## src/rtl/ookrs_pkg.sv

```systemverilog
package ookrs_pkg;

  // Input item kinds: a one-microsecond tick or one of the three commands.
  typedef enum logic [1:0] {
    MODE_TICK  = 2'd0,
    MODE_GROUP = 2'd1,
    MODE_UNIT  = 2'd2,
    MODE_DIM   = 2'd3
  } mode_t;

  // Line symbols of a frame.
  typedef enum logic [2:0] {
    SYM_START = 3'd0,
    SYM_STOP  = 3'd1,
    SYM_ONE   = 3'd2,
    SYM_ZERO  = 3'd3,
    SYM_DIM   = 3'd4
  } sym_kind_t;

  // Configuration register indexes.
  localparam logic [1:0] CFG_ADDRESS = 2'd0;
  localparam logic [1:0] CFG_PERIOD  = 2'd1;
  localparam logic [1:0] CFG_REPEAT  = 2'd2;

  localparam int CFG_IDX_W  = 2;
  localparam int CFG_DATA_W = 26;
  localparam int PERIOD_W   = 11;
  localparam int REP_EXP_W  = 3;
  localparam int REPEATS_W  = 8;
  // Long enough for a 40T stop gap at the largest period.
  localparam int SEG_LEN_W  = 17;
  // Covers the final symbol index for any address length up to 52 bits.
  localparam int SYM_IDX_W  = 6;

  localparam logic [PERIOD_W-1:0] PERIOD_RESET  = 11'd260;
  localparam logic [REP_EXP_W-1:0] REPEAT_RESET = 3'd2;

  // Latched command and position within the current frame.
  typedef struct packed {
    mode_t                  kind;
    logic                   sw;
    logic [3:0]             unit;
    logic [3:0]             dim;
    logic [SYM_IDX_W-1:0]   sym_idx;
    logic [1:0]             phase;
  } frame_state_t;

  // Decoded view of the segment now on the air.
  typedef struct packed {
    sym_kind_t              sym;
    logic [SEG_LEN_W-1:0]   len;
    logic                   last_seg;
    logic                   last_sym;
  } seg_info_t;

  typedef struct packed {
    logic rf_on;
    logic busy_res;
    logic rejected;
  } result_t;

endpackage

```

## src/rtl/ookrs_frame_decode.sv

```systemverilog
module ookrs_frame_decode #(
  parameter int ADDRESS_BITS = 26
) (
  input  ookrs_pkg::frame_state_t             frame,
  input  logic [ADDRESS_BITS-1:0]             address,
  input  logic [ookrs_pkg::PERIOD_W-1:0]      period,
  output ookrs_pkg::seg_info_t                seg
);
  import ookrs_pkg::*;

  localparam logic [SYM_IDX_W-1:0] ADDR_LAST = SYM_IDX_W'(ADDRESS_BITS);

  logic [SYM_IDX_W-1:0]    last_idx;
  logic [SYM_IDX_W-1:0]    addr_off;
  logic [SYM_IDX_W-1:0]    unit_off;
  logic [SYM_IDX_W-1:0]    dim_off;
  logic [ADDRESS_BITS-1:0] addr_shifted;
  logic [PERIOD_W-1:0]     t;
  logic [SEG_LEN_W-1:0]    t_ext;
  sym_kind_t               sym;

  always_comb begin
    last_idx = ADDR_LAST + ((frame.kind == MODE_DIM) ? SYM_IDX_W'(11) : SYM_IDX_W'(7));
    addr_off = ADDR_LAST - frame.sym_idx;
    unit_off = ADDR_LAST + SYM_IDX_W'(6) - frame.sym_idx;
    dim_off  = ADDR_LAST + SYM_IDX_W'(10) - frame.sym_idx;
    addr_shifted = address >> addr_off;

    if (frame.sym_idx == '0) begin
      sym = SYM_START;
    end else if (frame.sym_idx >= last_idx) begin
      sym = SYM_STOP;
    end else if (frame.sym_idx <= ADDR_LAST) begin
      sym = addr_shifted[0] ? SYM_ONE : SYM_ZERO;
    end else if (frame.sym_idx == ADDR_LAST + SYM_IDX_W'(1)) begin
      sym = (frame.kind == MODE_GROUP) ? SYM_ONE : SYM_ZERO;
    end else if (frame.sym_idx == ADDR_LAST + SYM_IDX_W'(2)) begin
      if (frame.kind == MODE_DIM) begin
        sym = SYM_DIM;
      end else begin
        sym = frame.sw ? SYM_ONE : SYM_ZERO;
      end
    end else if (frame.sym_idx <= ADDR_LAST + SYM_IDX_W'(6)) begin
      sym = frame.unit[unit_off[1:0]] ? SYM_ONE : SYM_ZERO;
    end else begin
      sym = frame.dim[dim_off[1:0]] ? SYM_ONE : SYM_ZERO;
    end
  end

  // A period of zero behaves as one tick.
  always_comb begin
    t     = (period == '0) ? PERIOD_W'(1) : period;
    t_ext = SEG_LEN_W'(t);

    seg.sym      = sym;
    seg.last_sym = (frame.sym_idx >= last_idx);

    if ((sym == SYM_START) || (sym == SYM_STOP)) begin
      seg.last_seg = (frame.phase == 2'd1);
    end else begin
      seg.last_seg = (frame.phase == 2'd3);
    end

    if (!frame.phase[0]) begin
      seg.len = t_ext;
    end else begin
      case (sym)
        SYM_START: seg.len = t_ext * SEG_LEN_W'(10) + (t_ext >> 1);
        SYM_STOP:  seg.len = t_ext * SEG_LEN_W'(40);
        SYM_ONE:   seg.len = (frame.phase == 2'd1) ? t_ext * SEG_LEN_W'(5) : t_ext;
        SYM_ZERO:  seg.len = (frame.phase == 2'd3) ? t_ext * SEG_LEN_W'(5) : t_ext;
        default:   seg.len = t_ext;
      endcase
    end
  end

endmodule

```

## src/rtl/ookrs_seq_core.sv

```systemverilog
module ookrs_seq_core (
  input  logic                                clk,
  input  logic                                rst_n,
  input  logic                                accept,
  input  logic [1:0]                          mode_in,
  input  logic                                switch_on,
  input  logic [3:0]                          unit_number,
  input  logic [3:0]                          dim_level,
  input  logic [ookrs_pkg::REP_EXP_W-1:0]     repeat_exp,
  input  ookrs_pkg::seg_info_t                seg,
  output ookrs_pkg::frame_state_t             frame,
  output logic                                active,
  output ookrs_pkg::result_t                  result
);
  import ookrs_pkg::*;

  frame_state_t         frame_r, frame_nxt;
  logic [SEG_LEN_W-1:0] tick_r, tick_nxt, tick_inc;
  logic [REPEATS_W-1:0] repeats_r, repeats_nxt;
  logic                 active_r, active_nxt;
  mode_t                mode;
  logic                 is_tick;

  assign mode    = mode_t'(mode_in);
  assign is_tick = (mode == MODE_TICK);

  always_comb begin
    frame_nxt   = frame_r;
    tick_nxt    = tick_r;
    repeats_nxt = repeats_r;
    active_nxt  = active_r;
    tick_inc    = tick_r + SEG_LEN_W'(1);

    if (accept) begin
      if (is_tick) begin
        if (active_r) begin
          if (tick_inc < seg.len) begin
            tick_nxt = tick_inc;
          end else begin
            tick_nxt = '0;
            if (!seg.last_seg) begin
              frame_nxt.phase = frame_r.phase + 2'd1;
            end else begin
              frame_nxt.phase = '0;
              if (!seg.last_sym) begin
                frame_nxt.sym_idx = frame_r.sym_idx + SYM_IDX_W'(1);
              end else begin
                frame_nxt.sym_idx = '0;
                repeats_nxt = repeats_r - REPEATS_W'(1);
                if (repeats_r == REPEATS_W'(1)) begin
                  active_nxt = 1'b0;
                end
              end
            end
          end
        end
      end else if (!active_r) begin
        frame_nxt.kind    = mode;
        frame_nxt.sw      = (mode == MODE_DIM) ? 1'b0 : switch_on;
        frame_nxt.unit    = (mode == MODE_GROUP) ? 4'd0 : unit_number;
        frame_nxt.dim     = (mode == MODE_DIM) ? dim_level : 4'd0;
        frame_nxt.sym_idx = '0;
        frame_nxt.phase   = '0;
        tick_nxt          = '0;
        repeats_nxt       = REPEATS_W'(1) << repeat_exp;
        active_nxt        = 1'b1;
      end
    end
  end

  // Carrier level is high on even phases; a fresh command starts on a high segment.
  always_comb begin
    result.rf_on    = (is_tick || active_r) ? (active_r & ~frame_r.phase[0]) : 1'b1;
    result.busy_res = active_nxt;
    result.rejected = !is_tick && active_r;
  end

  always_ff @(posedge clk) begin
    if (!rst_n) begin
      frame_r   <= '0;
      tick_r    <= '0;
      repeats_r <= '0;
      active_r  <= 1'b0;
    end else begin
      frame_r   <= frame_nxt;
      tick_r    <= tick_nxt;
      repeats_r <= repeats_nxt;
      active_r  <= active_nxt;
    end
  end

  assign frame  = frame_r;
  assign active = active_r;

endmodule

```

## src/rtl/ook_remote_switch_pulse_encoder.sv

```systemverilog
// On-off keyed pulse encoder for a self-learning remote switch. Every request on
// the input channel is either a one-microsecond tick or a group, unit or dim
// command, and every request yields exactly one result: the carrier level for
// that tick, whether a transmission is in progress, and whether a command was
// dropped because the block was busy. An accepted command is latched and its
// frame is sent 2^repeat_exponent times, timed purely by the tick requests. The
// block takes one request per clock cycle: the frame state update and the
// result are formed in a single pass of logic and the result is held in one
// output register, so in_ready stays high whenever that register is empty or
// is being emptied in the same cycle. Configuration writes are always taken
// and act at once; there is no start-up clearing sequence.
module ook_remote_switch_pulse_encoder #(
  parameter int ADDRESS_BITS = 26
) (
  input  logic                                  clk,
  input  logic                                  rst_n,
  // Input request channel
  input  logic                                  in_valid,
  output logic                                  in_ready,
  input  logic [1:0]                            in_mode,
  input  logic                                  in_switch_on,
  input  logic [3:0]                            in_unit_number,
  input  logic [3:0]                            in_dim_level,
  // Result channel
  output logic                                  out_valid,
  input  logic                                  out_ready,
  output logic                                  out_rf_on,
  output logic                                  out_busy_res,
  output logic                                  out_rejected,
  // Configuration write channel
  input  logic                                  cfg_valid,
  output logic                                  cfg_ready,
  input  logic [ookrs_pkg::CFG_IDX_W-1:0]       cfg_index,
  input  logic [ookrs_pkg::CFG_DATA_W-1:0]      cfg_wdata
);
  import ookrs_pkg::*;

  // Configuration registers.
  logic [ADDRESS_BITS-1:0] address_r, address_nxt;
  logic [PERIOD_W-1:0]     period_r, period_nxt;
  logic [REP_EXP_W-1:0]    repeat_r, repeat_nxt;
  logic [31:0]             cfg_addr_ext;

  // Output register.
  logic    out_valid_r, out_valid_nxt;
  result_t out_res_r;

  logic         in_accept;
  frame_state_t frame;
  seg_info_t    seg;
  result_t      result;
  logic         active;

  assign cfg_ready = 1'b1;
  assign in_ready  = !out_valid_r || out_ready;
  assign in_accept = in_valid && in_ready;

  // The address register is 26 bits wide on the bus and is cut to, or padded
  // out to, the configured address length.
  assign cfg_addr_ext = {{(32 - CFG_DATA_W){1'b0}}, cfg_wdata};

  always_comb begin
    address_nxt = address_r;
    period_nxt  = period_r;
    repeat_nxt  = repeat_r;
    if (cfg_valid && cfg_ready) begin
      unique case (cfg_index)
        CFG_ADDRESS: address_nxt = cfg_addr_ext[ADDRESS_BITS-1:0];
        CFG_PERIOD:  period_nxt  = cfg_wdata[PERIOD_W-1:0];
        CFG_REPEAT:  repeat_nxt  = cfg_wdata[REP_EXP_W-1:0];
        default: ;
      endcase
    end
  end

  always_ff @(posedge clk) begin
    if (!rst_n) begin
      address_r <= '0;
      period_r  <= PERIOD_RESET;
      repeat_r  <= REPEAT_RESET;
    end else begin
      address_r <= address_nxt;
      period_r  <= period_nxt;
      repeat_r  <= repeat_nxt;
    end
  end

  ookrs_frame_decode #(
    .ADDRESS_BITS (ADDRESS_BITS)
  ) u_decode (
    .frame   (frame),
    .address (address_r),
    .period  (period_r),
    .seg     (seg)
  );

  ookrs_seq_core u_core (
    .clk         (clk),
    .rst_n       (rst_n),
    .accept      (in_accept),
    .mode_in     (in_mode),
    .switch_on   (in_switch_on),
    .unit_number (in_unit_number),
    .dim_level   (in_dim_level),
    .repeat_exp  (repeat_r),
    .seg         (seg),
    .frame       (frame),
    .active      (active),
    .result      (result)
  );

  // The result register fills on every accepted request and empties when the
  // consumer takes it; a request in the same cycle refills it directly.
  always_comb begin
    out_valid_nxt = out_valid_r;
    if (in_accept) begin
      out_valid_nxt = 1'b1;
    end else if (out_ready) begin
      out_valid_nxt = 1'b0;
    end
  end

  always_ff @(posedge clk) begin
    if (!rst_n) begin
      out_valid_r <= 1'b0;
    end else begin
      out_valid_r <= out_valid_nxt;
    end
  end

  always_ff @(posedge clk) begin
    if (in_accept) begin
      out_res_r <= result;
    end
  end

  assign out_valid    = out_valid_r;
  assign out_rf_on    = out_res_r.rf_on;
  assign out_busy_res = out_res_r.busy_res;
  assign out_rejected = out_res_r.rejected;

`ifndef SYNTHESIS
  // A dropped command never changes the state, so the block is still busy.
  a_reject_busy: assert property (@(posedge clk) disable iff (!rst_n)
    (out_valid && out_rejected) |-> out_busy_res)
    else $error("rejected result without busy");

  // A command taken while idle starts a transmission on a high segment.
  a_cmd_start: assert property (@(posedge clk) disable iff (!rst_n)
    (in_accept && (in_mode != MODE_TICK) && !active)
    |=> (out_valid && out_rf_on && out_busy_res && !out_rejected && active))
    else $error("idle command did not start a transmission");

  // A transmission can only end on an accepted tick.
  a_end_on_tick: assert property (@(posedge clk) disable iff (!rst_n)
    ($fell(active) && $past(rst_n)) |-> $past(in_accept && (in_mode == MODE_TICK)))
    else $error("transmission ended without a tick");

  // Every accepted request leaves a result waiting.
  a_result_held: assert property (@(posedge clk) disable iff (!rst_n)
    in_accept |=> out_valid)
    else $error("accepted request produced no result");
`endif

endmodule
```

## config.mk

```make
export PLATFORM = sky130hd
export DESIGN_NAME = ook_remote_switch_pulse_encoder
export DESIGN_NICKNAME = d
export VERILOG_FILES = /design/src/rtl/ookrs_pkg.sv /design/src/rtl/ookrs_frame_decode.sv /design/src/rtl/ookrs_seq_core.sv /design/src/rtl/ook_remote_switch_pulse_encoder.sv
export SDC_FILE = /design/constraint.sdc
export NUM_CORES = 1
export LEC_CHECK = 0
export BUFFER_PORTS_ARGS = -buffer_cell sky130_fd_sc_hd__buf_2
export CORE_ASPECT_RATIO = 0.5
export CORE_MARGIN = 2
export CORE_UTILIZATION = 56
export DETAILED_ROUTE_END_ITERATION = 6
export HOLD_SLACK_MARGIN = 0.05
export PLACE_DENSITY = 0.79
export SLEW_MARGIN = 20
export SYNTH_ARGS = -nofsm -noshare
export SYNTH_HDL_FRONTEND = slang
export SYNTH_SLANG_ARGS = --single-unit
```

## constraint.sdc

```tcl
create_clock -name clk -period 5.75 [get_ports clk]
set_clock_uncertainty 0.1 [all_clocks]
set_input_delay 1.15 -clock clk [delete_from_list [all_inputs] [get_ports clk]]
set_output_delay 1.15 -clock clk [all_outputs]
set_load 0.005 [all_outputs]
```

# --- Yosys cells after proc, flatten, opt, wreduce, memory -nomap -nowiden ---
# Cells that the tools add are included.
word_totals:
  latchBits: 0
  n_memories: 0
  inputBits: 44
  romBits: 0
  output_inout_bits: 6
  elab_cells: 132
  register_bits: 89
  mem_bits_rw: 0
classes:
  n_div: 0
  bitwise: 4
  n_shift: 2
  n_mul: 3
  n_reduce_logical: 21
  muxes: 52
  order_cmp: 6
  eq_ne: 19
  add_sub_neg: 9
op_table:
  columns: ["op", "n"]
  rows:
  - ["$mux W17", 5]
  - ["$mux W8", 10]
  - ["$pmux W17 S4", 1]
  - ["$mul A11 B3 Y14 const B", 3]
  - ["$mux W14", 2]
  - ["$shr A26 B6 Y1", 1]
  - ["$mux W3", 7]
  - ["$mux W1", 18]
  - ["$add A17 B1 Y17 const B", 1]
  - ["$lt A17 B17 Y1", 1]
  - ["$add A15 B10 Y16", 1]
  - ["$eq A6 B5 Y1 const B", 2]
  - ["$mux W4", 3]
  - ["$mux W6", 2]
  - ["$logic_not A11 Y1", 1]
  - ["$mux W11", 1]
  - ["$eq A2 B1 Y1 const B", 4]
  - ["$eq A2 B2 Y1 const B", 4]
  - ["$eq A8 B1 Y1 const B", 1]
  - ["$shl A1 B3 Y8 const A", 1]
  - ["$sub A8 B1 Y8 const B", 1]
  - ["$add A5 B6 Y6 const A", 1]
  - ["$add A6 B1 Y6 const B", 1]
  - ["$eq A3 B2 Y1 const B", 2]
  - ["26 further kinds", 42]

# --- Logic depth before layout (Yosys ltp) ---
# Gate-level depths: netlist (run 1).
logic_depth:
  word_depth: 18
  ltp_mapped: 29
  ltp_nobuf: 27

# --- Hierarchy ---
# From an unflattened synthesis (run 1), not the netlist that was laid out.
unflattened:
  hier_cells: 891
  hier_area_um2: 7090.6
by_module_without_submodules:
  columns: ["module", "area_per_inst_um2", "seq_area_each_um2", "cells_per_inst", "n_inst"]
  rows:
  - ["ookrs_seq_core", 3054.2, 900.9, 396, 1]
  - ["ookrs_frame_decode", 2303.5, 0.0, 324, 1]
  - ["ook_remote_switch_pulse_encoder", 1732.9, 910.9, 171, 1]

# --- Worst setup path after synthesis (run 1) ---
# Ideal clock, no wire load.
synth_timing:
  path_kind: "register to register"
  start: "register period_r[10]"
  end: "register u_core.repeats_r[1]"
  stages_incl_launch_ff: 29
  setup_slack_ns: 0.244
  n_path_buf: 1
  t_arrival_ns: 5.320
  required_ns: 5.564
  setup_time_ns: 0.086
  synth_period_minus_slack_ns: 5.506
  path_cell_list: "dfxtp_1 nor4_1 a31oi_1 inv_1 ha_1 ha_1 ha_1 a211oi_1 o21bai_1 xnor2_1 inv_1 ha_1 nor3_1 nor2_1 nor4bb_1 nor4bb_1 xnor2_1 nor2_1 o21ai_1 ha_1 nand4_1 or2_1 a21oi_1 o21ai_0 o21ai_1 a211oi_2 or3_1 buf_4 a211oi_1"
synth_via:
  elab_chain_len: 9
  word_cells_on_any_way: 13
  classes_between: "add/sub (1); mul (3); order compare (1); eq/ne (1); mux (5); reduce/logical (2)"
synth_lines:
  columns: ["item", "line_no", "rtl"]
  rows:
  - ["from (decl)", "ook_remote_switch_pulse_encoder.sv:40", "logic [PERIOD_W-1:0] period_r, period_nxt;"]
  - ["from (signal assigned)", "ook_remote_switch_pulse_encoder.sv:83", "period_r <= period_nxt;"]
  - ["$logic_not A11 Y1", "ookrs_frame_decode.sv:52", "t = (period == '0) ? PERIOD_W'(1) : period;"]
  - ["$mux W11 (*)", "ookrs_frame_decode.sv:52", null]
  - ["$mul A11 B3 Y14", null, null]
  - ["$add A15 B10 Y16, or another cell as far along", "ookrs_frame_decode.sv:68", "SYM_START: seg.len = t_ext * SEG_LEN_W'(10) + (t_ext >> 1);"]
  - ["$pmux W17 S4", "ookrs_frame_decode.sv:67", "case (sym)"]
  - ["$mux W17 (*)", "ookrs_frame_decode.sv:64", "if (!frame.phase[0]) begin"]
  - ["$lt A17 B17 Y1 (*)", "ookrs_seq_core.sv:37", "if (tick_inc < seg.len) begin"]
  - ["$ne A2 B2 Y1 (no source line) (*)", null, null]
  - ["$reduce_and A6 Y1 (no source line) (*)", null, null]
  - ["to (signal assigned)", "ookrs_seq_core.sv:87", "repeats_r <= repeats_nxt;"]
  - ["to (decl)", "ookrs_seq_core.sv:19", "logic [REPEATS_W-1:0] repeats_r, repeats_nxt;"]
# Mark *: on every way between the ends. The rest lies on a longest branch, timed or not.
# A chain may end at the register's enable or synchronous reset.

# --- Worst setup path in the final report (run 1) ---
layout_timing:
  start: "register period_r[10]"
  end: "register u_core.tick_r[5]"
layout_via:
  elab_chain_len: 10
  word_cells_on_any_way: 14
  classes_between: "add/sub (1); mul (3); order compare (1); mux (8); reduce/logical (1)"
layout_lines:
  columns: ["item", "line_no", "rtl"]
  rows:
  - ["$logic_not A11 Y1", "ookrs_frame_decode.sv:52", null]
  - ["$mux W11 (*)", "ookrs_frame_decode.sv:52", null]
  - ["$mul A11 B3 Y14", null, null]
  - ["$add A15 B10 Y16, or another cell as far along", "ookrs_frame_decode.sv:68", null]
  - ["$pmux W17 S4", "ookrs_frame_decode.sv:67", null]
  - ["$mux W17 (*)", "ookrs_frame_decode.sv:64", null]
  - ["$lt A17 B17 Y1 (*)", "ookrs_seq_core.sv:37", null]
  - ["$mux W17 (*)", "ookrs_seq_core.sv:37", null]
  - ["$mux W17 (*)", "ookrs_seq_core.sv:36", "if (active_r) begin"]
  - ["$mux W17 (*)", "ookrs_seq_core.sv:35", "if (is_tick) begin"]
  - ["to (signal assigned)", "ookrs_seq_core.sv:86", "tick_r <= tick_nxt;"]
  - ["to (decl)", "ookrs_seq_core.sv:18", "logic [SEG_LEN_W-1:0] tick_r, tick_nxt, tick_inc;"]
# Mark *: on every way between the ends. The rest lies on a longest branch, timed or not. The select of a mux whose other input is x is not followed.

==> key figures, run 1 <==
Run status
  – Outcome: complete, no violations

Drt
  – Post-detailed-route via-to-cell ratio: approximately 6.1
  – Routed via count: roughly 6400
  – DR WL/cell: around 17 µm
  – Final WL: roughly 17000 µm
  – DRC violation count after routing: 0
  – Routed Antenna Nets: 0
  – 1st-iter DRT viols: between 600 and 700
  – Pre-Repair DR Iteration Count: 5

Floorplan
  – Num rows: 28
  – DIE WIDTH: around 160 µm
  – # IOs: 50
  – DIE AREA: approximately 13000 µm²
  – Starting Density: 57.5%
  – Core ar.: 11800 µm²
  – Die height: between 80 and 90 µm

Synthesis
  – Post-synth EDFFs: 3
  – Synth Flop Type: dfxtp_1
  – Average size of a mapped cell: between 8 and 9 µm²
  – Cells after Synth: between 800 and 900
  – Most common cell in the netlist: nand2_1
  – Most frequent cells after synthesis: nand2_1 (129), dfxtp_1 (86), a21oi_1 (83), ha_1 (55), clkbuf_1 (39)
  – Ranking of synthesized cells by area: dfxtp_1 (25%), ha_1 (10%), nand2_1 (7.1%)
  – Synth async-reset ratio: 0%
  – Share of the synthesized area in the top cell type: 25.4%
  – Syn_nets: between 900 and 1000
  – Yosys cell types: 88
  – Syn Std Cell Area: 6780 µm²
  – Yosys Warn Count: 0
  – Leading area contributor after synthesis: dfxtp_1
  – Sequential area share after synthesis: approximately a quarter
  – FF+latch count, synth: approximately 90

CTS
  – Clock Sinks: 89
  – CTS Buf Count: 9
  – Worst skew pair latency: around 0.35 ns
  – H-Tree Depth: 3
  – Root Driver: clkbuf_16
  – CTS tree: done
  – Clk pin slew, worst setup/hold paths: 0.07 ns
  – Clock Tree Buf Depth: 2

Worst setup path
  – Max FO, Critical Path: 13
  – CP Class: flop to flop
  – Req. time, crit path: slightly below 6 ns
  – Critical path's slowest cell: ha_2
  – CP top delay family: compound AO/OA/AOI/OAI gates
  – Crit. End Element: flop
  – Crit-path max cell delay: around 0.33 ns
  – CP Data Arrival Time: 5.63 ns
  – CP most frequent cell: a21oi_1
  – Worst setup SP type: flop
  – CP bufs+invs: 4

STA
  – Final Hold Fails: 0
  – Post-layout minimum cycle time: around 5.5 ns
  – Setup WS post-layout: 0.266 ns
  – Worst slew pin tran: 1.07 ns
  – Fin. max-slew vios: 0
  – Fmax: around 180 MHz
  – Max transition margin: around 29%
  – Setup TNS: 0 ns
  – WHS: ~0.35 ns
  – Share of the cycle needed by the critical path after routing: 95.4%
  – Final setup violating endpoints: 0

Placement
  – Detailed Place HPWL: 12200 µm
  – Count of buffers from port buffering: 48
  – Pre-CTS setup slack: 0.0344 ns
  – GP Congestion: roughly 0.94

Pwr
  – Sequential share of power: approximately two fifths
  – Psw: 449 µW
  – Maximum VDD drop: between 100 and 150 µV
  – Internal: between 1 and 1.5 mW
  – Pwr dens: 198 nW/µm²
  – Clock Power Share: about two fifths
  – Comb pwr share: around 18%
  – Power Total: approximately 1.5 mW
  – Switching share of power: slightly below 30%
  – Leak pwr: around 3.1 nW

GRT
  – Pin count of the biggest net entering global routing: 76
  – Global-route wire length before repair: 27700 µm
  – Vias in the first global route: 5783
  – GRT overflow: 0
  – Initial antenna violation count: 0
  – Overall fraction of global-route tracks in use: 26.1%

Finish
  – Post-layout util: about two thirds
  – Area Overhead vs Synth: 15.2%
  – Fin nets: between 900 and 1000
  – N_diodes: 0
  – Fraction of layout cells with a size suffix above 1: 19.9%

Run
  – Max Cap Viol: 0

Hold path
  – Hold Crit Class: flop to flop
-- registers in the layout, indices dropped and copies added, names as in the netlist, 3 cells and up --
signal / flops
u_core.repeats_r: 8
address_r: 26
period_r: 11
u_core.tick_r: 17
u_core.frame: 19
repeat_r: 3
-- cell usage in the layout, fill, tap and decap left out, drive strengths merged, types with 6 or more instances in the layout --
cell,instances
mux2i,23
o21a,11
o21ai,32
nor3,15
o22ai,13
and3,13
nor2b,6
nand4,11
buf,83
a211oi,8
ha,55
a21o,13
nor2,29
dfxtp,86
nand3,26
inv,29
a221oi,8
clkbuf,10
a22oi,9
xnor2,27
xor2,16
a311oi,9
nand3b,6
nand2b,18
mux4,8
nand2,130
o31ai,7
a21oi,86
-- power by group through the flow --
stage                     clock, mW  combinational [mW]  sequential [mW]
after floorplan                   0               0.168            0.661
after global placement            0               0.230            0.662
after detailed placement          0               0.236            0.663
after CTS                     0.628               0.238            0.649
after global routing          0.647               0.299            0.651
final                         0.623               0.275            0.649
-- area by class of cell --
cell class                      instances  area (µm²)
Clock buffer                            9         225
Sequential cell                        89        1810
Fill cell                             986        3990
Timing Repair Buffer                   84         538
Inverter                               26        97.6
Multi-Input combinational cell        655        4850
Tap cell                              165         206
Clock inverter                          7        86.3
-- worst min-delay path, cell delays in order (launching register included) --
cell and delay, ns:
dfxtp_1 0.31, nand2_1 0.05, a21oi_1 0.05
-- layer usage --
| layer | GRT usage, % | vias to the layer above | share of wire, % |
|---|---|---|---|
| met5 | 0 | - | 0 |
| met1 | 34.5 | 3004 | 47 |
| li1 | - | 3110 | - |
| met3 | 4.29 | 28 | 5.9 |
| met2 | 44.4 | 218 | 46 |
| met4 | 8.45 | 0 | 1.2 |
-- final timing paths --
kind              slack (ns)  cells after the start                       endpoint                          from
setup / recovery        0.27                     27  u_core.tick_r[5]$_SDFFE_PN0P_     period_r[10]$_SDFFE_PN0P_
hold / removal          0.35                      2   u_core.frame[8]$_SDFFE_PN0P_  u_core.frame[8]$_SDFFE_PN0P_
setup reg to reg        0.27                     27  u_core.tick_r[5]$_SDFFE_PN0P_     period_r[10]$_SDFFE_PN0P_
hold reg to reg         0.35                      2   u_core.frame[8]$_SDFFE_PN0P_  u_core.frame[8]$_SDFFE_PN0P_
-- per-stage QoR --
| step | cell area, µm² | std cells |
|---|---|---|
| 2_1_floorplan | 6780 | 827 |
| 3_3_place_gp | 7160 | 1007 |
| 3_5_place_dp | 7160 | 1007 |
| 4_1_cts | 7500 | 1025 |
| 5_1_grt | 7820 | 1035 |
| 6_report | 7820 | 1035 |
-- kinds of logic after synthesis --
| family | synth area share [%] |
|---|---|
| AOI/OAI and AO/OA | 25.0 |
| xor gates and xnor gates | 5.55 |
| adders and majority gates | 10.4 |
| buffers and inverters | 5.42 |
| DFF | 26.7 |
| muxes | 6.40 |
| other | 0.0553 |
| and+or+nand+nor | 20.4 |
-- timing repair --
action / CTS / global route
endpoints found under the setup margin: 1 / 34
pin swaps: 1 / 21
gates cloned: 0 / 2
setup buffers: 2 / 8
gates resized for setup: 2 / 44
hold buffers: 0 / 0
(Power assumes the default switching activity.)
==> run 2: changes to the inputs <==
Settings changed: SYNTH_HIERARCHICAL from default to 1.
==> run 2 against run 1 <==
Worst hold slack improved by 0.0011 ns. Die area increased by 4.4%. Clock-buffer cell count unchanged. Sequential share of layout area increased by 0.065 points. Critical path type unchanged. Largest cell class unchanged.
==> key figures, run 2 <==
Run status
  – Outcome: complete, no violations (unchanged)

STA
  – Worst slew pin tran: 0.891 ns (was 1.07 ns)
  – Max transition margin: 40.6% (was 28.6%)
  – WHS: 0.356 ns (was 0.354 ns)
  – Fmax: 183 MHz (was 182 MHz)
  – Setup WS post-layout: 0.282 ns (was 0.266 ns)
  – Final setup violating endpoints: 0 (unchanged)
  – Share of the cycle needed by the critical path after routing: 95.1% (was 95.4%)
  – Setup TNS: 0 ns (unchanged)
  – Fin. max-slew vios: 0 (unchanged)
  – Final Hold Fails: 0 (unchanged)
  – Post-layout minimum cycle time: 5.47 ns (was 5.48 ns)

Worst setup path
  – Crit path from: period_r[3]$_SDFFE_PN0P_ (was period_r[10]$_SDFFE_PN0P_)
  – Req. time, crit path: 5.87 ns (was 5.89 ns)
  – Reg2Reg Launch Point: period_r[3]$_SDFFE_PN0P_ (was period_r[10]$_SDFFE_PN0P_)
  – Max FO, Critical Path: 10 (was 13)
  – CP Data Arrival Time: 5.59 ns (was 5.63 ns)
  – Worst setup SP type: flop (unchanged)
  – CP Class: flop to flop (unchanged)
  – Crit. End Element: flop (unchanged)

Pwr
  – Switching share of power: 29.5% (was 29.0%)
  – Maximum VDD drop: 162 µV (was 140 µV)
  – Psw: 457 µW (was 449 µW)
  – Pwr dens: 198 nW/µm² (about the same)
  – Power Total: 1.55 mW (about the same)
  – Leak pwr: 3.32 nW (was 3.10 nW)
  – Internal: 1.09 mW (was 1.10 mW)
  – Sequential share of power: 42.3% (was 42.0%)
  – Clock Power Share: 41.4% (was 40.3%)
  – Comb pwr share: 16.3% (was 17.8%)

Synthesis
  – Syn Std Cell Area: 7090 µm² (was 6780 µm²)
  – Yosys Warn Count: 6 (was 0)
  – Ranking of synthesized cells by area: dfxtp_1 (24%), ha_1 (9.2%), nand2_1 (7.4%) (was dfxtp_1 (25%), ha_1 (10%), nand2_1 (7.1%))
  – Cells after Synth: 891 (was 827)
  – Share of the synthesized area in the top cell type: 24.3% (was 25.4%)
  – FF+latch count, synth: 89 (unchanged)
  – Synth async-reset ratio: 0% (unchanged)
  – Synth Flop Type: dfxtp_1 (unchanged)
  – Average size of a mapped cell: 7.96 µm² (was 8.20 µm²)
  – Post-synth EDFFs: 3 (unchanged)
  – Yosys cell types: 84 (was 88)
  – Syn_nets: 987 (was 927)
  – Sequential area share after synthesis: 25.6% (was 26.7%)
  – Leading area contributor after synthesis: dfxtp_1 (unchanged)
  – Most common cell in the netlist: nand2_1 (unchanged)
  – Most frequent cells after synthesis: nand2_1 (140), dfxtp_1 (86), nor2_1 (60), ha_1 (52), mux2i_1 (49) (was nand2_1 (129), dfxtp_1 (86), a21oi_1 (83), ha_1 (55), clkbuf_1 (39))

Drt
  – 1st-iter DRT viols: 658 (was 666)
  – Routed via count: 6751 (was 6360)
  – Post-detailed-route via-to-cell ratio: 6.23 (was 6.14)
  – DRC violation count after routing: 0 (unchanged)
  – DR WL/cell: 16.6 µm (was 16.9 µm)
  – Routed Antenna Nets: 0 (unchanged)
  – Pre-Repair DR Iteration Count: 6 (was 5)
  – Final WL: 18000 µm (was 17500 µm)

CTS
  – Clk pin slew, worst setup/hold paths: 0.08 ns (was 0.07 ns)
  – Worst skew pair latency: 0.35 ns (about the same)
  – CTS Buf Count: 9 (unchanged)
  – Clock Tree Buf Depth: 2 (unchanged)
  – Clock Sinks: 89 (unchanged)
  – Root Driver: clkbuf_16 (unchanged)
  – CTS tree: done (unchanged)
  – H-Tree Depth: 3 (unchanged)

Floorplan
  – Die height: 83.6 µm (was 81.8 µm)
  – Core ar.: 12100 µm² (was 11800 µm²)
  – DIE WIDTH: 163 µm (was 160 µm)
  – DIE AREA: 13600 µm² (was 13100 µm²)
  – Starting Density: 58.7% (was 57.5%)
  – Num rows: 28 (unchanged)
  – # IOs: 50 (unchanged)

Placement
  – Count of buffers from port buffering: 48 (unchanged)
  – GP Congestion: 0.918 (was 0.939)
  – Detailed Place HPWL: 12600 µm (was 12200 µm)
  – Cell Area, Placed: 7420 µm² (was 7160 µm²)
  – Pre-CTS setup slack: 0.0546 ns (was 0.0344 ns)

Hold path
  – Hold Crit Class: flop to flop (unchanged)
  – Hold Startpoint: address_r[23]$_SDFFE_PN0P_ (was u_core.frame[8]$_SDFFE_PN0P_)

Finish
  – Top flop regs: address_r x26, u_core/frame x19, u_core/tick_r x17 (was address_r x26, u_core.frame x19, u_core.tick_r x17)
  – Finished layout cell area: 7820 µm² (about the same)
  – Max reg flops: 26 (unchanged)
  – Fraction of layout cells with a size suffix above 1: 14.0% (was 19.9%)
  – N_diodes: 0 (unchanged)
  – Most common cell after layout, fill and taps aside: nand2_1 (unchanged)
  – Fin nets: 1010 (was 965)
  – Area Overhead vs Synth: 10.3% (was 15.2%)
  – Most frequent cells in the layout: nand2_1 (140), dfxtp_1 (83), nor2_1 (60) (was nand2_1 (129), dfxtp_1 (86), a21oi_1 (82))
  – Largest reg by FF count: address_r (unchanged)

GRT
  – Vias in the first global route: 6070 (was 5783)
  – Overall fraction of global-route tracks in use: 26.0% (was 26.1%)
  – GRT overflow: 0 (unchanged)
  – Global-route wire length before repair: 29400 µm (was 27700 µm)
  – Pin count of the biggest net entering global routing: 93 (was 76)
  – Initial antenna violation count: 0 (unchanged)

Run
  – Max Cap Viol: 0 (unchanged)
[run 2: final cells by class]
cell class | instances | area, µm²
clock inverter | 7 | 93.8
inverter | 41 | 154
fill | 1006 | 4270
tap | 165 | 206
timing repair buffer | 74 | 435
multi-input combinational | 699 | 4890
sequential | 89 | 1820
clock buffer | 9 | 225
[run 2: repair_timing]
item                       CTS  global route
resized for setup            0            20
hold buffers                 0             0
setup endpoints to repair    0            35
buffers inserted             0             1
[run 2: path summary, 6_finish.rpt]
kind,end,slack [ns],cells after the start
setup reg to reg,u_core/frame[6]$_SDFFE_PN0P_,0.28,24
hold / removal,address_r[23]$_SDFFE_PN0P_,0.36,2
hold reg to reg,address_r[23]$_SDFFE_PN0P_,0.36,2
setup / recovery,u_core/frame[6]$_SDFFE_PN0P_,0.28,24
[run 2: power groups by stage]
stage	Sequential, mW	Combinational, mW	Clock [mW]
global route	0.657	0.277	0.672
global placement	0.667	0.234	0
CTS	0.654	0.242	0.648
floorplan	0.664	0.178	0
detailed placement	0.668	0.239	0
finish	0.654	0.253	0.641
[run 2: cells by family after synthesis]
group / Yosys count / share of synthesized area [%]
adders and majority gates: 52 / 9.18
xor gates and xnor gates: 39 / 4.82
and+or+nand+nor: 334 / 23.1
AOI/OAI and AO/OA: 213 / 20.6
other: 1 / 0.0529
DFF: 89 / 25.6
buffers and inverters: 103 / 6.62
muxes: 60 / 10.0
[run 2: critical path, stage by stage, from the launching register on]
cell and delay, ns:
dfxtp_2 0.39, nor4_1 0.07, a31o_2 0.26, ha_1 0.20
ha_1 0.24, ha_1 0.22, a21o_1 0.20, o21a_1 0.18
nor2_1 0.13, xnor2_1 0.16, ha_1 0.31, and2_1 0.17
o21ai_0 0.12, o21ai_0 0.11, or3_1 0.37, o311a_1 0.12
o221ai_1 0.18, inv_1 0.07, ha_1 0.28, nand2_1 0.07
or4_4 0.52, o211a_4 0.29, buf_4 0.18, o311ai_2 0.27
o31ai_1 0.11
[run 2: stage by stage]
| step | instances | util [%] |
|---|---|---|
| 2_1_floorplan | 891 | - |
| 3_3_place_gp | 1067 | 61.4 |
| 3_5_place_dp | 1067 | 61.4 |
| 4_1_cts | 1083 | 64.0 |
| 5_1_grt | 1084 | 64.7 |
| 6_report | 1084 | 64.7 |
[run 2: routing by layer]
layer / part of all wire [%] / vias up / GRT usage, %
li1: - / 3269 / -
met1: 46 / 3190 / 36.4
met2: 45 / 266 / 41.8
met3: 7.4 / 26 / 4.52
met4: 1.1 / 0 / 5.87
met5: 0 / - / 0
==> run 3: changes to the inputs <==
Settings changed: ABC_AREA from default to 1, PLACE_DENSITY 0.79 to 0.78.
==> run 3 against run 2 <==
Clock power up 2%. Worst hold slack better by 0.013 ns. Critical path depth up 17. Cell count rose by 34%. Routed wire length is 7.4% higher. Utilization decreased by 3.2 points. Cell area up 5.6%. Register-to-register slack gained 0.31 ns. Sequential power is 4.4% higher. Critical path type unchanged. Largest power group unchanged.
==> key figures, run 3 <==
Floorplan
  – Core ar.: 13400 µm² (was 12100 µm²)
  – DIE AREA: 14700 µm² (was 13600 µm²)
  – Starting Density: 57.0% (was 58.7%)
  – Num rows: 30 (was 28)
  – # IOs: 50 (unchanged)
  – DIE WIDTH: 169 µm (was 163 µm)
  – Die height: 86.7 µm (was 83.6 µm)

Drt
  – DRC violation count after routing: 0 (unchanged)
  – Routed Antenna Nets: 0 (unchanged)
  – 1st-iter DRT viols: 634 (was 658)
  – Post-detailed-route via-to-cell ratio: 5.36 (was 6.23)
  – Routed via count: 7800 (was 6751)
  – DR WL/cell: 13.3 µm (was 16.6 µm)
  – Final WL: 19400 µm (was 18000 µm)
  – Pre-Repair DR Iteration Count: 5 (was 6)

STA
  – Worst slew pin tran: 1.08 ns (was 0.891 ns)
  – Post-layout minimum cycle time: 5.16 ns (was 5.47 ns)
  – Setup WS post-layout: 0.593 ns (was 0.282 ns)
  – Max transition margin: 27.9% (was 40.6%)
  – Fin. max-slew vios: 0 (unchanged)
  – Final Hold Fails: 0 (unchanged)
  – Share of the cycle needed by the critical path after routing: 89.7% (was 95.1%)
  – Final setup violating endpoints: 0 (unchanged)
  – Fmax: 194 MHz (was 183 MHz)

Worst setup path
  – Max FO, Critical Path: 10 (unchanged)
  – R2R cell count: 41 (was 24)
  – CP Data Arrival Time: 5.29 ns (was 5.59 ns)
  – CP Class: flop to flop (unchanged)
  – Crit-path max cell delay: 0.40 ns (was 0.52 ns)
  – Reg2Reg Launch Point: period_r[0]$_SDFFE_PN0P_ (was period_r[3]$_SDFFE_PN0P_)
  – Worst R2R End: u_core/repeats_r[0]$_SDFFE_PN0P_ (was u_core/frame[6]$_SDFFE_PN0P_)
  – Req. time, crit path: 5.89 ns (was 5.87 ns)
  – Worst R2R Setup Slack: 0.59 ns (was 0.28 ns)
  – Critical path's slowest cell: dfxtp_1 (was or4_4)
  – Crit. End Element: flop (unchanged)
  – Worst setup SP type: flop (unchanged)
  – CP most frequent cell: nand2_1 (was ha_1)

CTS
  – Clock Tree Buf Depth: 2 (unchanged)
  – Worst skew pair latency: 0.35 ns (about the same)
  – CTS Buf Count: 9 (unchanged)
  – CTS tree: done (unchanged)
  – Clock Sinks: 89 (unchanged)
  – H-Tree Depth: 3 (unchanged)
  – Root Driver: clkbuf_16 (unchanged)
  – Clk pin slew, worst setup/hold paths: 0.07 ns (was 0.08 ns)

Finish
  – Top flop regs: address_r x26, u_core/frame x19, u_core/tick_r x17 (unchanged)
  – Area Overhead vs Synth: 7.88% (was 10.3%)
  – Finished layout cell area: 8260 µm² (was 7820 µm²)
  – Largest reg by FF count: address_r (unchanged)
  – Max reg flops: 26 (unchanged)
  – Fraction of layout cells with a size suffix above 1: 12.8% (was 14.0%)
  – Most common cell after layout, fill and taps aside: nand2_1 (unchanged)
  – Most frequent cells in the layout: nand2_1 (349), inv_1 (173), nor2_1 (161) (was nand2_1 (140), dfxtp_1 (83), nor2_1 (60))
  – Fin nets: 1369 (was 1010)
  – N_diodes: 0 (unchanged)

Pwr
  – Leak pwr: 4.22 nW (was 3.32 nW)
  – Pwr dens: 227 nW/µm² (was 198 nW/µm²)
  – Maximum VDD drop: 138 µV (was 162 µV)

Synthesis
  – Average size of a mapped cell: 6.12 µm² (was 7.96 µm²)
  – Syn Std Cell Area: 7660 µm² (was 7090 µm²)
  – Yosys Warn Count: 6 (unchanged)
  – Cells after Synth: 1252 (was 891)
  – Syn_nets: 1348 (was 987)

Hold path
  – Hold Startpoint: u_core/tick_r[15]$_SDFFE_PN0P_ (was address_r[23]$_SDFFE_PN0P_)
  – Hold Crit Class: flop to flop (unchanged)
  – Hold path cells: 2 (unchanged)
  – Hold Path End: u_core/tick_r[15]$_SDFFE_PN0P_ (was address_r[23]$_SDFFE_PN0P_)

Placement
  – GP Congestion: 0.996 (was 0.918)
  – Count of buffers from port buffering: 48 (unchanged)
  – Pre-CTS setup slack: 0.324 ns (was 0.0546 ns)
  – Detailed Place HPWL: 14200 µm (was 12600 µm)
  – Cell Area, Placed: 7840 µm² (was 7420 µm²)

GRT
  – Initial antenna violation count: 0 (unchanged)
  – Overall fraction of global-route tracks in use: 27.3% (was 26.0%)
  – Vias in the first global route: 7119 (was 6070)
  – Global-route wire length before repair: 33000 µm (was 29400 µm)
  – Pin count of the biggest net entering global routing: 66 (was 93)
  – GRT overflow: 0 (unchanged)

Run
  – Max Cap Viol: 0 (unchanged)

Run status
  – Outcome: complete, no violations (unchanged)
==> run 3: repair_timing <==
item / in CTS / in global routing
endpoints found under the setup margin: 0 / 34
hold buffers: 0 / 0
gates resized for setup: 0 / 15
buffers inserted: 0 / 5
==> run 3: worst max path at each step <==
| stage | cells after the start | start | end | slack [ns] |
|---|---|---|---|---|
| 6_report | 41 | period_r[0]$_SDFFE_PN0P_ | u_core/repeats_r[0]$_SDFFE_PN0P_ | 0.59 |
| 5_1_grt | 41 | period_r[0]$_SDFFE_PN0P_ | u_core/tick_r[11]$_SDFFE_PN0P_ | -0.01 |
| 4_1_cts | 40 | period_r[5]$_SDFFE_PN0P_ | u_core/tick_r[11]$_SDFFE_PN0P_ | 0.30 |
| 3_5_place_dp | 40 | period_r[5]$_SDFFE_PN0P_ | u_core/tick_r[11]$_SDFFE_PN0P_ | 0.32 |
| 3_3_place_gp | 40 | period_r[5]$_SDFFE_PN0P_ | u_core/tick_r[10]$_SDFFE_PN0P_ | 0.59 |
| 2_1_floorplan | 42 | period_r[3]$_SDFFE_PN0P_ | u_core/tick_r[10]$_SDFFE_PN0P_ | 1.11 |
==> run 3: where the power goes <==
part           internal (mW)  switching (mW)  leakage (nW)
sequential             0.651          0.0325         0.734
combinational          0.176           0.355          3.33
clock                  0.388           0.268         0.160
total                   1.22           0.656          4.22
==> run 3: area by class of cell <==
class	count	area, µm²
clock buffers	10	229
inverters	187	709
flip-flops and latches	89	1830
fillers	1306	5180
well taps	176	220
repair buffers	61	350
clock inverters	6	95.1
multi-input cells	925	4830
==> run 3: metrics by stage <==
stage | total power, mW | hold slack (ns) | TNS [ns] | utilization [%] | instances
after floorplan | 1.10 | 0.345 | 0 | - | 1252
after global placement | 1.20 | 0.354 | 0 | 58.4 | 1433
after detailed placement | 1.21 | 0.360 | 0 | 58.4 | 1433
after CTS | 1.87 | 0.371 | 0 | 60.8 | 1449
after global routing | 1.98 | 0.391 | -0.00976 | 61.5 | 1454
final | 1.87 | 0.369 | 0 | 61.5 | 1454
==> run 3: routing by layer <==
layer,wire length (µm),part of all wire [%],global-route usage [%],vias to the layer above
li1,-,-,-,3978
met1,9150,47,37.9,3521
met2,8600,44,44.9,275
met3,1350,7.0,4.38,26
met4,244,1.3,6.45,0
met5,0,0,0,-
==> run 3: critical path: cells and delay by family (launching register included) <==
kind | cells | cell delay (ns)
AND/OR/NAND/NOR | 29 | 2.79
adder cells (fa/ha/maj) | 4 | 1.14
flip-flops | 1 | 0.40
buffers and inverters | 7 | 0.40
AO/OA/AOI/OAI | 1 | 0.21
